### src/sv/c2d_pkg.sv
// Shared types and constants for the 3x3 valid convolution block.
// Used by every module of the block but c2d_ram and the checker; depends on nothing.
`default_nettype none

package c2d_pkg;

	localparam int KSIZE       = 3;
	localparam int WIN_N       = KSIZE * KSIZE;
	localparam int PIX_W       = 16;
	localparam int TAP_W       = 16;
	localparam int KROW_W      = KSIZE * TAP_W;
	localparam int PROD_W      = PIX_W + TAP_W;
	localparam int ROW_W       = PROD_W + 2;
	localparam int SUM_W       = PIX_W + 19;
	localparam int POS_W       = 6;
	localparam int SIZE_REG_W  = 7;
	localparam int CFG_IDX_W   = 2;
	localparam int CFG_DATA_W  = KROW_W;
	localparam int QUEUE_DEPTH = 4;
	localparam int QPTR_W      = $clog2(QUEUE_DEPTH);
	localparam int QCNT_W      = $clog2(QUEUE_DEPTH + 1);

	localparam logic [SIZE_REG_W-1:0] SIZE_RESET = SIZE_REG_W'(6);

	typedef enum logic [CFG_IDX_W-1:0] {
		REG_KERNEL_ROW0 = 2'd0,
		REG_KERNEL_ROW1 = 2'd1,
		REG_KERNEL_ROW2 = 2'd2,
		REG_IMAGE_SIZE  = 2'd3
	} reg_index_t;

	typedef struct packed {
		logic [KSIZE-1:0][KROW_W-1:0] rows;
	} kernel_t;

	typedef struct packed {
		logic [POS_W-1:0] out_row;
		logic [POS_W-1:0] out_col;
		logic             last;
	} meta_t;

	// window pixel (i, j) sits at index i * KSIZE + j
	typedef struct packed {
		logic [WIN_N-1:0][PIX_W-1:0] pix;
		meta_t                       meta;
	} win_item_t;

	typedef struct packed {
		logic [QCNT_W-1:0] count;
	} q_status_t;

endpackage

`default_nettype wire

### src/sv/c2d_queue.sv
// Short window queue between front end and multiply-accumulate back end.
// Uses c2d_pkg for the entry type and depth.
`default_nettype none

module c2d_queue (
	input  wire                 clk,
	input  wire                 arst_n,
	input  wire                 push,
	input  c2d_pkg::win_item_t  push_item,
	input  wire                 pop,
	output logic                head_valid,
	output c2d_pkg::win_item_t  head_item,
	output c2d_pkg::q_status_t  status
);

	c2d_pkg::win_item_t           entries_q [c2d_pkg::QUEUE_DEPTH];
	logic [c2d_pkg::QPTR_W-1:0]   wr_ptr_q, rd_ptr_q;
	logic [c2d_pkg::QCNT_W-1:0]   count_q;
	logic                         do_pop;

	assign head_valid   = count_q != '0;
	assign head_item    = entries_q[rd_ptr_q];
	assign do_pop       = pop && head_valid;
	assign status.count = count_q;

	always_ff @(posedge clk) begin
		if (push) begin
			entries_q[wr_ptr_q] <= push_item;
		end
	end

	always_ff @(posedge clk or negedge arst_n) begin
		if (!arst_n) begin
			wr_ptr_q <= '0;
			rd_ptr_q <= '0;
			count_q  <= '0;
		end else begin
			if (push) begin
				wr_ptr_q <= wr_ptr_q + c2d_pkg::QPTR_W'(1);
			end
			if (do_pop) begin
				rd_ptr_q <= rd_ptr_q + c2d_pkg::QPTR_W'(1);
			end
			case ({push, do_pop})
				2'b10:   count_q <= count_q + c2d_pkg::QCNT_W'(1);
				2'b01:   count_q <= count_q - c2d_pkg::QCNT_W'(1);
				default: count_q <= count_q;
			endcase
		end
	end

endmodule

`default_nettype wire

### config.mk
export PLATFORM = sky130hd
export DESIGN_NAME = c2d_queue
export DESIGN_NICKNAME = d
export VERILOG_FILES = /design/src/sv/c2d_pkg.sv /design/src/sv/c2d_queue.sv
export SDC_FILE = /design/constraint.sdc
export NUM_CORES = 1
export LEC_CHECK = 0
export BUFFER_PORTS_ARGS = -buffer_cell sky130_fd_sc_hd__buf_2
export CORE_MARGIN = 2
export CORE_UTILIZATION = 40
export CTS_CLUSTER_DIAMETER = 60
export CTS_CLUSTER_SIZE = 12
export DETAILED_ROUTE_END_ITERATION = 7
export GPL_ROUTABILITY_DRIVEN = 1
export RECOVER_POWER = 50
export SLEW_MARGIN = 20
export SYNTH_ARGS = -nofsm -noshare
export SYNTH_HDL_FRONTEND = slang
export SYNTH_SLANG_ARGS = --single-unit
### constraint.sdc
create_clock -name clk -period 6.5 [get_ports clk]
set_input_delay 1.3 -clock clk [delete_from_list [all_inputs] [get_ports clk]]
set_output_delay 1.3 -clock clk [all_outputs]
set_load 0.02 [all_outputs]
==> key figures <==
Synthesis
  – Post-synthesis average cell area: 26.9 sq um
  – Flops & latches, synth: 635
  – Syn Nets: 1024
  – Top post-synthesis cells by area: sky130_fd_sc_hd__edfxtp_1 (82%), sky130_fd_sc_hd__mux4_2 (15%), sky130_fd_sc_hd__dfrtp_1 (0.76%)
  – Top cell type by total area after synthesis: sky130_fd_sc_hd__edfxtp_1
  – Proportion of synthesized chip area in sequential cells: 82.6%
  – Synth cell types: 18
  – Number of standard cells after synthesis: 857
  – Yosys synthesis warning count: 0
  – Cell area after technology mapping: 23100 sq um
  – Top-area cell type share of the netlist area: 81.8%

Detailed routing
  – Drt drc: 0
  – Vias per std cell: 5.04
  – Drt first pass iters: 7
  – Routed wire length: 44800 um
  – Per-cell routed wire length: 22.4 um
  – Vias: 10082
  – Highest layer used for signal routing: met5
  – Antenna violation net count after detailed routing: 0
  – Met2 wire len: 21500 um
  – Detailed route wirelength on metal3: 3330 um
  – Starting DRT DRC Count: 577
  – Metal1 wirelength: 18800 um

Critical path
  – Endpoint required time on the critical path: 6.72 ns
  – Startpoint kind of the worst setup timing path: input port
  – Crit Path Category: in2reg
  – Crit. End Element: flop
  – Crit path cell chain: clkbuf_1, and2_0, buf_4
  – Total buffers and inverters traversed by the critical path: 2
  – Top Family by Delay on Critical Path: simple AND/OR/NAND/NOR gates
  – Standard cell with the maximum stage delay on the critical path: sky130_fd_sc_hd__and2_0
  – Worst stage delay on the critical path: 2.14 ns
  – Largest fanout of any net on the critical path: 44
  – Data arrival at the endpoint of the critical path: 4.70 ns

Power and ir drop
  – Sw Share: 31.5%
  – Clock power share: 24.7%
  – Sequential group share of total power: 44.0%
  – Internal Power: 8700 uW
  – Power per cell area: 470 nW/um^2
  – Combinational power share: 31.3%
  – Leakage power summed over all cells: 0.00869 uW
  – Sw Pwr: 4010 uW
  – Maximum VDD drop: 568 uV

Finish
  – Final instance count without filler cells: 2001
  – Layout cell share with drive strength beyond 1: 32.6%
  – Layout Area Growth over Synthesis: 17.2%
  – Post-layout net count: 1381

Placed design
  – Placer's final routability congestion estimate: 0.720
  – Placed instance count: 1917
  – Port buffer count: 321
  – Half-perimeter wire length after placement: 25500 um

Min path
  – Worst min path class: reg2reg

CTS
  – Number of buffers inserted during clock tree synthesis: 60
  – Clock buffer depth: 3
  – Count of hold buffers inserted by post-cts repair: 0
  – Clock sink count: 635
  – Maximum level of the CTS H-tree: 2
  – TritonCTS clock tree: done
  – Clock network latency to the later pin of the worst-skew pair: 0.60 ns
  – Post CTS Setup Buffer Count: 0
  – Clock-pin slew of the registers on the worst-case setup and hold paths: 0.06 ns
  – CTS-repair resized insts: 0
  – Clk Tree Root Cell: sky130_fd_sc_hd__clkbuf_16

Floorplan
  – Row count: 88
  – Height of the die: 244 um
  – Initial core utilization: 40.2%
  – Number of top-level pins: 322
  – Overall die area: 59600 sq um
  – Horizontal extent of the die: 244 um
  – Placeable core region: 57400 sq um

Flow run
  – Max-cap check violation count: 1

Timing
  – Final critical-path required period: 4.48 ns
  – Total setup violations reported at the end of the flow: 0
  – Max_slew headroom: -90.4%
  – Transition time of the tightest slew-check pin: 2.85 ns
  – Final slew viol count: 35
  – Post-route setup TNS: 0 ns
  – Unrepaired setup endpoints after global routing: no
  – Peak Freq: 223 MHz
  – Share of the clock period used by the worst path after layout: 69.0%
  – Worst clock skew on the final layout: 0.0204 ns
  – Min Hold Slack: 0.523 ns
  – Final Hold Fails: 0

Global routing
  – GRT Util Overall: 15.1%
  – Pin count of the biggest net entering global routing: 132
  – Global route overflow: 0
  – Number of global-route vias before repair: 10943
  – First-pass GRT wire length: 67700 um
  – Antenna violations before repair: 8

Status
  – Violations in the final reports: capacitance limit, slew limit
  – Result of the run: finished, violations left
==> metal layers <==
layer | vias up | GRT usage (%)
li1 | 4415 | -
met1 | 5322 | 19.8
met2 | 258 | 24.3
met3 | 75 | 4.96
met4 | 12 | 4.12
met5 | - | 0
==> sequential cells by signal, indices dropped and copies added (netlist names) <==
register	cells
rd_ptr_q	2
status	3
wr_ptr_q	2
entries_q	628
==> worst paths after layout <==
path                       cells after the start                end  slack [ns]        start
max in group asynchronous                      1        rd_ptr_q[1]        5.52       arst_n
max reg2reg                                    4  entries_q[1][119]        2.51  wr_ptr_q[1]
min in group asynchronous                      1        wr_ptr_q[0]        0.62       arst_n
max                                            3  entries_q[1][119]        2.02         push
min reg2reg                                    1          status[2]        0.52    status[2]
min                                            1          status[2]        0.52    status[2]
==> cell usage after synthesis <==
| library cell | instances |
|---|---|
| sky130_fd_sc_hd__inv_1 | 6 |
| sky130_fd_sc_hd__nor2_1 | 1 |
| sky130_fd_sc_hd__xor2_1 | 4 |
| sky130_fd_sc_hd__and2_1 | 4 |
| sky130_fd_sc_hd__clkbuf_1 | 4 |
| sky130_fd_sc_hd__nand2_1 | 2 |
| sky130_fd_sc_hd__mux2i_1 | 1 |
| sky130_fd_sc_hd__o21ai_0 | 1 |
| sky130_fd_sc_hd__o31a_1 | 1 |
| sky130_fd_sc_hd__fa_1 | 1 |
| sky130_fd_sc_hd__dfrtp_1 | 7 |
| sky130_fd_sc_hd__edfxtp_1 | 628 |
| sky130_fd_sc_hd__buf_2 | 18 |
| sky130_fd_sc_hd__ha_1 | 5 |
| sky130_fd_sc_hd__buf_6 | 14 |
| sky130_fd_sc_hd__xnor2_1 | 2 |
| sky130_fd_sc_hd__or3_1 | 1 |
| sky130_fd_sc_hd__mux4_2 | 157 |
==> layout make-up <==
| cell class | count | area (sq um) |
|---|---|---|
| Fill cell | 4773 | 30300 |
| Sequential cell | 635 | 19000 |
| Multi-Input combinational cell | 180 | 3740 |
| Clock buffer | 74 | 1590 |
| Timing Repair Buffer | 331 | 1570 |
| Tap cell | 765 | 957 |
| Clock inverter | 6 | 96.3 |
| Inverter | 6 | 22.5 |
| Antenna cell | 4 | 10.0 |
==> metrics by stage <==
stage / instance area, sq um / total power, uW / util [%] / setup WS, ns
after floorplan: 23100 / 8550 / - / 1.09
after global placement: 25500 / 9760 / 44.5 / 2.89
after detailed placement: 25500 / 9790 / 44.5 / 2.91
after CTS: 27200 / 13000 / 47.4 / 2.22
after global routing: 27000 / 13300 / 47.1 / 1.53
final: 27000 / 12700 / 47.1 / 2.02
==> cell families (layout without fill, tap and decap cells) <==
family	count (synthesis)	in the layout	synth area share, %
multiplexers	158	158	15.4
AO/OA/AOI/OAI	2	2	0.0597
adder cells (fa/ha/maj)	6	6	0.358
XOR/XNOR	6	6	0.228
flip-flops	635	635	82.6
other	0	4	0
AND/OR/NAND/NOR	8	8	0.185
buffers and inverters	42	417	1.24
==> placed cells by master (no fill, tap or decap), types with 2 or more instances in the layout <==
cell type | Yosys | final
sky130_fd_sc_hd__inv_6 | 0 | 2
sky130_fd_sc_hd__buf_12 | 0 | 7
sky130_fd_sc_hd__xnor2_1 | 2 | 2
sky130_fd_sc_hd__inv_1 | 6 | 6
sky130_fd_sc_hd__bufinv_16 | 0 | 2
sky130_fd_sc_hd__dfrtp_1 | 7 | 5
sky130_fd_sc_hd__ha_1 | 5 | 5
sky130_fd_sc_hd__nand2_1 | 2 | 2
sky130_fd_sc_hd__diode_2 | 0 | 4
sky130_fd_sc_hd__buf_2 | 18 | 162
sky130_fd_sc_hd__clkbuf_16 | 0 | 61
sky130_fd_sc_hd__clkbuf_1 | 4 | 171
sky130_fd_sc_hd__and2_4 | 0 | 3
sky130_fd_sc_hd__buf_4 | 0 | 3
sky130_fd_sc_hd__dfrtp_4 | 0 | 2
sky130_fd_sc_hd__xor2_1 | 4 | 4
sky130_fd_sc_hd__edfxtp_1 | 628 | 628
sky130_fd_sc_hd__mux4_2 | 157 | 157
==> power groups by stage <==
stage / Clock, uW / Sequential, uW / Combinational, uW
after detailed placement: 0 / 5690 / 4100
final: 3140 / 5590 / 3980
after global placement: 0 / 5650 / 4110
after floorplan: 0 / 5670 / 2880
after global routing: 3380 / 5670 / 4260
after CTS: 3250 / 5610 / 4110
(Power assumes the default switching activity.)
