==> src/sv/c2d_pkg.sv <==
// Shared types and constants for the 3x3 valid convolution block.
// Used by every module of the block but c2d_ram and the checker; depends on nothing.
`default_nettype none

package c2d_pkg;

	localparam int KSIZE       = 3;
	localparam int WIN_N       = KSIZE * KSIZE;
	localparam int PIX_W       = 16;
	localparam int TAP_W       = 16;
	localparam int KROW_W      = KSIZE * TAP_W;
	localparam int PROD_W      = PIX_W + TAP_W;
	localparam int ROW_W       = PROD_W + 2;
	localparam int SUM_W       = PIX_W + 19;
	localparam int POS_W       = 6;
	localparam int SIZE_REG_W  = 7;
	localparam int CFG_IDX_W   = 2;
	localparam int CFG_DATA_W  = KROW_W;
	localparam int QUEUE_DEPTH = 4;
	localparam int QPTR_W      = $clog2(QUEUE_DEPTH);
	localparam int QCNT_W      = $clog2(QUEUE_DEPTH + 1);

	localparam logic [SIZE_REG_W-1:0] SIZE_RESET = SIZE_REG_W'(6);

	typedef enum logic [CFG_IDX_W-1:0] {
		REG_KERNEL_ROW0 = 2'd0,
		REG_KERNEL_ROW1 = 2'd1,
		REG_KERNEL_ROW2 = 2'd2,
		REG_IMAGE_SIZE  = 2'd3
	} reg_index_t;

	typedef struct packed {
		logic [KSIZE-1:0][KROW_W-1:0] rows;
	} kernel_t;

	typedef struct packed {
		logic [POS_W-1:0] out_row;
		logic [POS_W-1:0] out_col;
		logic             last;
	} meta_t;

	// window pixel (i, j) sits at index i * KSIZE + j
	typedef struct packed {
		logic [WIN_N-1:0][PIX_W-1:0] pix;
		meta_t                       meta;
	} win_item_t;

	typedef struct packed {
		logic [QCNT_W-1:0] count;
	} q_status_t;

endpackage

`default_nettype wire

==> src/sv/c2d_ram.sv <==
// Generic single-write, single-read RAM with registered read data.
// Standalone; no package dependency.
`default_nettype none

module c2d_ram #(
	parameter int WIDTH = 16,
	parameter int DEPTH = 64
) (
	input  wire                      clk,
	input  wire                      we,
	input  wire [$clog2(DEPTH)-1:0]  waddr,
	input  wire [WIDTH-1:0]          wdata,
	input  wire [$clog2(DEPTH)-1:0]  raddr,
	output logic [WIDTH-1:0]         rdata
);

	logic [WIDTH-1:0] mem [DEPTH];
	logic [WIDTH-1:0] rdata_q;

	// read returns the old word on a same-address write
	always_ff @(posedge clk) begin
		if (we) begin
			mem[waddr] <= wdata;
		end
		rdata_q <= mem[raddr];
	end

	assign rdata = rdata_q;

endmodule

`default_nettype wire

==> src/sv/c2d_front.sv <==
// Front end: accepts pixels, tracks raster position, runs the line stores and
// the 3x3 window, and pushes full windows into the queue. Uses c2d_pkg, c2d_ram.
`default_nettype none

module c2d_front #(
	parameter int MAX_IMAGE_SIZE = 64
) (
	input  wire                               clk,
	input  wire                               arst_n,
	input  wire                               in_valid,
	output logic                              in_stall,
	input  wire signed [c2d_pkg::PIX_W-1:0]   pixel_value,
	input  wire                               start_of_image,
	input  wire [c2d_pkg::SIZE_REG_W-1:0]     image_size,
	input  c2d_pkg::q_status_t                q_status,
	output logic                              push,
	output c2d_pkg::win_item_t                push_item
);

	localparam int ADDR_W = $clog2(MAX_IMAGE_SIZE);
	localparam int SIZE_W = $clog2(MAX_IMAGE_SIZE + 1);

	logic                  accept;
	logic [SIZE_W-1:0]     eff_size;
	logic [ADDR_W-1:0]     row_q, col_q;
	logic [ADDR_W-1:0]     r_in, c_in;
	logic                  col_wrap, row_wrap;
	logic                  emit_in, last_in;

	logic                          valid_s1;
	logic [c2d_pkg::PIX_W-1:0]     px_s1;
	logic [ADDR_W-1:0]             c_s1;
	logic                          emit_s1;
	c2d_pkg::meta_t                meta_s1;
	logic                          fwd_s1;
	logic [c2d_pkg::PIX_W-1:0]     fwd_older_s1, fwd_newer_s1;

	logic [c2d_pkg::PIX_W-1:0]     older_rdata, newer_rdata;
	logic [c2d_pkg::PIX_W-1:0]     col_older, col_newer;

	logic [c2d_pkg::PIX_W-1:0] win_q    [c2d_pkg::KSIZE][c2d_pkg::KSIZE];
	logic [c2d_pkg::PIX_W-1:0] win_next [c2d_pkg::KSIZE][c2d_pkg::KSIZE];

	assign accept = in_valid && !in_stall;

	// room for this pixel, the one in flight and those already queued
	assign in_stall = (32'(q_status.count) + 32'(valid_s1)) >= 32'(c2d_pkg::QUEUE_DEPTH);

	always_comb begin
		if (32'(image_size) < 32'(c2d_pkg::KSIZE)) begin
			eff_size = SIZE_W'(c2d_pkg::KSIZE);
		end else if (32'(image_size) > 32'(MAX_IMAGE_SIZE)) begin
			eff_size = SIZE_W'(MAX_IMAGE_SIZE);
		end else begin
			eff_size = SIZE_W'(image_size);
		end
	end

	always_comb begin
		r_in     = start_of_image ? '0 : row_q;
		c_in     = start_of_image ? '0 : col_q;
		col_wrap = (SIZE_W'(c_in) + SIZE_W'(1)) >= eff_size;
		row_wrap = (SIZE_W'(r_in) + SIZE_W'(1)) >= eff_size;
		emit_in  = (32'(r_in) >= 32'd2) && (32'(c_in) >= 32'd2);
		last_in  = (SIZE_W'(r_in) == eff_size - SIZE_W'(1))
		        && (SIZE_W'(c_in) == eff_size - SIZE_W'(1));
	end

	always_ff @(posedge clk or negedge arst_n) begin
		if (!arst_n) begin
			row_q <= '0;
			col_q <= '0;
		end else if (accept) begin
			if (col_wrap) begin
				col_q <= '0;
				row_q <= row_wrap ? '0 : r_in + ADDR_W'(1);
			end else begin
				col_q <= c_in + ADDR_W'(1);
				row_q <= r_in;
			end
		end
	end

	always_ff @(posedge clk or negedge arst_n) begin
		if (!arst_n) begin
			valid_s1 <= 1'b0;
		end else begin
			valid_s1 <= accept;
		end
	end

	always_ff @(posedge clk) begin
		if (accept) begin
			px_s1            <= pixel_value;
			c_s1             <= c_in;
			emit_s1          <= emit_in;
			meta_s1.out_row  <= c2d_pkg::POS_W'(32'(r_in) - 32'd2);
			meta_s1.out_col  <= c2d_pkg::POS_W'(32'(c_in) - 32'd2);
			meta_s1.last     <= last_in;
			// same column as the write now under way: the RAM returns stale data
			fwd_s1           <= valid_s1 && (c_in == c_s1);
			fwd_older_s1     <= col_newer;
			fwd_newer_s1     <= px_s1;
		end
	end

	assign col_older = fwd_s1 ? fwd_older_s1 : older_rdata;
	assign col_newer = fwd_s1 ? fwd_newer_s1 : newer_rdata;

	c2d_ram #(
		.WIDTH(c2d_pkg::PIX_W),
		.DEPTH(MAX_IMAGE_SIZE)
	) u_line_older (
		.clk  (clk),
		.we   (valid_s1),
		.waddr(c_s1),
		.wdata(col_newer),
		.raddr(c_in),
		.rdata(older_rdata)
	);

	c2d_ram #(
		.WIDTH(c2d_pkg::PIX_W),
		.DEPTH(MAX_IMAGE_SIZE)
	) u_line_newer (
		.clk  (clk),
		.we   (valid_s1),
		.waddr(c_s1),
		.wdata(px_s1),
		.raddr(c_in),
		.rdata(newer_rdata)
	);

	// shift the window left and bring in the new column
	always_comb begin
		for (int i = 0; i < c2d_pkg::KSIZE; i++) begin
			for (int j = 0; j < c2d_pkg::KSIZE - 1; j++) begin
				win_next[i][j] = win_q[i][j+1];
			end
		end
		win_next[0][c2d_pkg::KSIZE-1] = col_older;
		win_next[1][c2d_pkg::KSIZE-1] = col_newer;
		win_next[2][c2d_pkg::KSIZE-1] = px_s1;
	end

	always_ff @(posedge clk or negedge arst_n) begin
		if (!arst_n) begin
			for (int i = 0; i < c2d_pkg::KSIZE; i++) begin
				for (int j = 0; j < c2d_pkg::KSIZE; j++) begin
					win_q[i][j] <= '0;
				end
			end
		end else if (valid_s1) begin
			win_q <= win_next;
		end
	end

	always_comb begin
		push           = valid_s1 && emit_s1;
		push_item.meta = meta_s1;
		for (int i = 0; i < c2d_pkg::KSIZE; i++) begin
			for (int j = 0; j < c2d_pkg::KSIZE; j++) begin
				push_item.pix[i*c2d_pkg::KSIZE+j] = win_next[i][j];
			end
		end
	end

endmodule

`default_nettype wire

==> config.mk <==
export PLATFORM = sky130hd
export DESIGN_NAME = c2d_front
export DESIGN_NICKNAME = d
export VERILOG_FILES = /design/src/sv/c2d_pkg.sv /design/src/sv/c2d_ram.sv /design/src/sv/c2d_front.sv
export SDC_FILE = /design/constraint.sdc
export NUM_CORES = 2
export LEC_CHECK = 0
export BUFFER_PORTS_ARGS = -buffer_cell sky130_fd_sc_hd__buf_4
export CAP_MARGIN = 20
export CORE_MARGIN = 5
export CORE_UTILIZATION = 65
export DETAILED_ROUTE_END_ITERATION = 7
export GPL_TIMING_DRIVEN = 0
export PLACE_DENSITY_LB_ADDON = 0.1
export SLEW_MARGIN = 15
export SYNTH_ARGS = -nofsm -noshare
export SYNTH_HDL_FRONTEND = slang
export SYNTH_SLANG_ARGS = --single-unit
==> constraint.sdc <==
create_clock -name clk -period 9.7 [get_ports clk]
set_input_delay 0.485 -clock clk [delete_from_list [all_inputs] [get_ports clk]]
set_output_delay 0.485 -clock clk [all_outputs]
set_load 0.01 [all_outputs]
==> qor_table.md <==
| Parameter | Value | Unit |
| --- | --- | --- |
| Required time of the worst setup path | 10.40 | ns |
| Maximum achievable frequency | 0.204 | GHz |
| Net switching fraction of the power | 28.8 | % |
| Setup-violating endpoint count in the final report | 0 | - |
| Area delta synth->final | 16.5 | % |
| FP Rows | 134 | - |
| Slowest cell on the critical path | sky130_fd_sc_hd__a311oi_1 | - |
| Total count of max-transition violations in the final report | 0 | - |
| Global Route met3 Usage | 19.2 | % |
| Ordered list of cells on the worst path | buf_2, clkbuf_1, clkbuf_1, a211oi_1, a311oi_1, nor3_1, a31oi_1 | - |
| Overall track demand over capacity in global routing | 42.0 | % |
| Number of antenna violations at the first check in global routing | 18 | - |
| Number of warnings printed during yosys synthesis | 0 | - |
| Crit path largest cell delay | 1.01 | ns |
| Cell internal power dissipation | 17000 | µW |
| Syn avg cell area | 18.2 | µm² |
| Outcome | completed | - |
| Leading cell types by total area after synthesis | sky130_fd_sc_hd__edfxtp_1 (73%), sky130_fd_sc_hd__mux4_2 (6.4%), sky130_fd_sc_hd__dfrtp_1 (3.1%), sky130_fd_sc_hd__mux2i_1 (2.4%), sky130_fd_sc_hd__mux2_2 (1.8%) | - |
| Post-DRT Antenna Nets | 0 | - |
| Total number of vias | 54678 | - |
| Pwr per Cell Area | 236 | nW/µm² |
| TritonRoute pass-1 iters | 8 | - |
| Share of final-layout standard cells stronger than drive strength 1 | 23.1 | % |
| Share of flip-flops with an asynchronous set or reset after synthesis | 4.83 | % |
| Average wire per cell in the routed design | 40.9 | µm |
| CTS Sinks | 2257 | - |
| Sum of overflow across all layers after global routing | 0 | - |
| Clock skew | 0.0470 | ns |
| Number of levels in the clock H-tree | 4 | - |
| Post-synthesis sequential area ratio | 76.7 | % |
| Area share of the largest cell type after synthesis | 72.9 | % |
| Clk pin slew, worst setup/hold paths | 0.06 | ns |
| DRC violations left | 0 | - |
| Half-perimeter wire length after placement | 206 | mm |
| Logic pwr share | 19.6 | % |
| GR peak layer | met2 | - |
| 1st-iter DRT viols | 11040 | - |
| Crit path buffers/inverters | 3 | - |
| Depth of the worst register-to-register path | 7 | - |
| I/O pin count | 189 | - |
| Slack of the worst reg-to-reg path | 4.79 | ns |
| Post-Synthesis Cell Area | 87200 | µm² |
| Die Ht | 376 | µm |
| Clock latency of the later-clocked register in the worst-skew pair | 0.89 | ns |
| Via count of the first global-routing pass | 51001 | - |
| Starting density of the core | 65.3 | % |
| MaxCap Viol Count | 0 | - |
| Minimum period implied by the final worst setup slack | 4.91 | ns |
| Cell type with the highest occurrence count on the critical path | sky130_fd_sc_hd__clkbuf_1 | - |
| Crit path max-delay family | buffers and inverters | - |
| Beginning of the worst register-to-register path | col_q[1]$_DFFE_PN0P_ | - |
| Distinct cell type count of the synthesized netlist | 71 | - |
| Core occupancy in the finished layout | 76.1 | % |
| Multi-input gate area | 19200 | µm² |
| Post-route worst hold slack | 0.0905 | ns |
| First-pass GRT wire length | 404 | mm |
| Total length of routed wires | 299 | mm |
| Gate Count Post-Synth | 4780 | - |
| Net count after synthesis | 4829 | - |
| Final weighted congestion of routability-driven global placement | 1.03 | - |
| Commonest non-fill, non-tap cells in the layout | sky130_fd_sc_hd__edfxtp_1 (2116), sky130_fd_sc_hd__mux4_2 (247), sky130_fd_sc_hd__buf_4 (232) | - |
| CORE AREA | 133000 | µm² |
| Met2 Resource Use GR | 57.6 | % |
| LEAKAGE | 0.0332 | µW |
| End of the worst register-to-register path | u_line_older.rdata[4]$_DFF_P_ | - |
| CTS resizes | 0 | - |
| Endpoint arrival time on the critical path | 5.61 | ns |
| Synth area leader | sky130_fd_sc_hd__edfxtp_1 | - |
| Number of enable-type register cells in the synthesized netlist | 2116 | - |
| TritonCTS clock tree | yes | - |
| Ys flop type | sky130_fd_sc_hd__edfxtp_1 | - |
| Clk pwr share | 33.8 | % |
| Relative slew margins | 6.27 | % |
| Post-layout nets | 5414 | - |
| Slew at the pin with the worst max-slew slack | 1.41 | ns |
| Hold WC Path Type | input pin to async pin | - |
| FILL cells | 7324 | - |
| Nature of the critical path startpoint | flop | - |
| Hold violation count in the final report | 0 | - |
| Sum of negative setup slack | 0 | ns |
| Type of destination of the critical path | flop | - |
| Share of the clock period used by the worst path after layout | 50.6 | % |
| Flip-flop and latch count after synthesis | 2257 | - |
| CTS max path bufs | 3 | - |
| Net switching component of the power | 6890 | µW |
| Met1 GRT Util | 54.4 | % |
| Port Buffers | 185 | - |
| Unrepaired setup endpoints after global routing | no | - |
| CTS Root Buffer Type | sky130_fd_sc_hd__clkbuf_16 | - |
| VDD IR-drop max | 0.241 | mV |
| Seq pwr share | 46.7 | % |
| Detailed-route vias per instance | 7.47 | - |
| Area occupied by registers | 66900 | µm² |
| Total CTS buffers | 211 | - |
| Die ar. | 142000 | µm² |
| Pin count of the biggest net entering global routing | 110 | - |
| Worst-path maximum fanout | 10 | - |
| Most common library cell in the layout ignoring fill and taps | sky130_fd_sc_hd__edfxtp_1 | - |
| Horizontal die dimension | 376 | µm |
| Worst Setup Path Type | flop to flop | - |
## cell families (layout without fill, tap and decap cells)
family / count (synthesis) / count (layout) / synth area share (%)
AOI/OAI and AO/OA: 923 / 923 / 7.28
xor gates and xnor gates: 19 / 19 / 0.191
adders and majority gates: 21 / 21 / 0.298
buffers and inverters: 354 / 1107 / 1.95
DFF: 2257 / 2257 / 76.7
muxes: 599 / 599 / 10.6
other: 0 / 16 / 0
and+or+nand+nor: 607 / 607 / 2.93
## timing repair
item | in CTS | in global routing
hold buffers | 17 | 0
hold endpoints to repair | 125 | 0
setup buffers | 0 | 0
## cell usage after synthesis (all sizes together) (4+ instances only)
| cell | n |
|---|---|
| o311ai | 6 |
| a2111o | 8 |
| dfrtp | 109 |
| nor3 | 27 |
| mux4 | 247 |
| dfxtp | 32 |
| nor2 | 260 |
| xor2 | 4 |
| o221ai | 86 |
| ha | 19 |
| inv | 24 |
| o22ai | 186 |
| o21bai | 12 |
| mux2i | 210 |
| mux2 | 142 |
| nand2 | 216 |
| a21oi | 160 |
| a311oi | 43 |
| o21ai | 88 |
| buf | 180 |
| edfxtp | 2116 |
| a22o | 4 |
| xnor2 | 15 |
| o211ai | 4 |
| a211oi | 202 |
| a211o | 23 |
| o31a | 7 |
| nand2b | 7 |
| nand3 | 36 |
| nor2b | 12 |
| a31oi | 44 |
| nand4 | 14 |
| clkbuf | 148 |
| and2 | 21 |
| a2111oi | 32 |
## layout make-up
class	instances	share of cell area [%]
inverter	26	0.103
antenna	16	0.0394
sequential	2257	65.9
buffer	328	1.58
clock buffer	300	5.70
tap	1768	2.18
multi-input combinational	2169	18.9
timing repair buffer	372	4.82
clock inverter	81	0.836
## worst max path at each step
stage,startpoint,end,slack (ns),cells past startpoint
4_1_cts,col_q[1]$_DFFE_PN0P_,row_q[2]$_DFFE_PN0P_,5.22,13
3_3_place_gp,valid_s1$_DFF_PN0_,u_line_newer.mem[22][10]$_DFFE_PP_,3.77,3
6_report,col_q[1]$_DFFE_PN0P_,u_line_older.rdata[4]$_DFF_P_,4.79,7
3_5_place_dp,start_of_image,row_q[3]$_DFFE_PN0P_,4.81,17
2_1_floorplan,start_of_image,row_q[3]$_DFFE_PN0P_,6.33,17
5_1_grt,col_q[1]$_DFFE_PN0P_,row_q[4]$_DFFE_PN0P_,4.87,14
## state kept, by name, summed over array words and instances (netlist names)
name	count
u_line_newer.mem	1024
u_line_older.mem	1024
push_item	108
fwd_newer_s1	16
fwd_older_s1	16
px_s1	16
u_line_newer.rdata	16
u_line_older.rdata	16
c_s1	6
col_q	6
row_q	6
emit_s1	1
fwd_s1	1
valid_s1	1
## routing by layer
metal	share of wire [%]	wire, µm
met5	0.036	109
met4	8.7	26100
met3	18	52700
met2	41	124000
met1	32	96900
## through the flow
step	total power (µW)	cell area, µm²	setup WS (ns)	cells
3_5_place_dp	15800	94600	4.81	6889
2_1_floorplan	13700	87200	6.33	4780
6_report	23900	102000	4.79	7317
4_1_cts	23700	101000	5.22	7287
3_3_place_gp	15600	90800	3.77	6733
5_1_grt	24300	102000	4.87	7301
## power by group through the flow
stage	combinational (µW)	clock (µW)	sequential, µW
after global routing	4690	8460	11200
after detailed placement	4410	0	11400
after global placement	4140	0	11400
final	4680	8080	11200
after CTS	4440	8050	11200
after floorplan	2230	0	11400
Note: power is estimated with default switching activity, not from simulation.
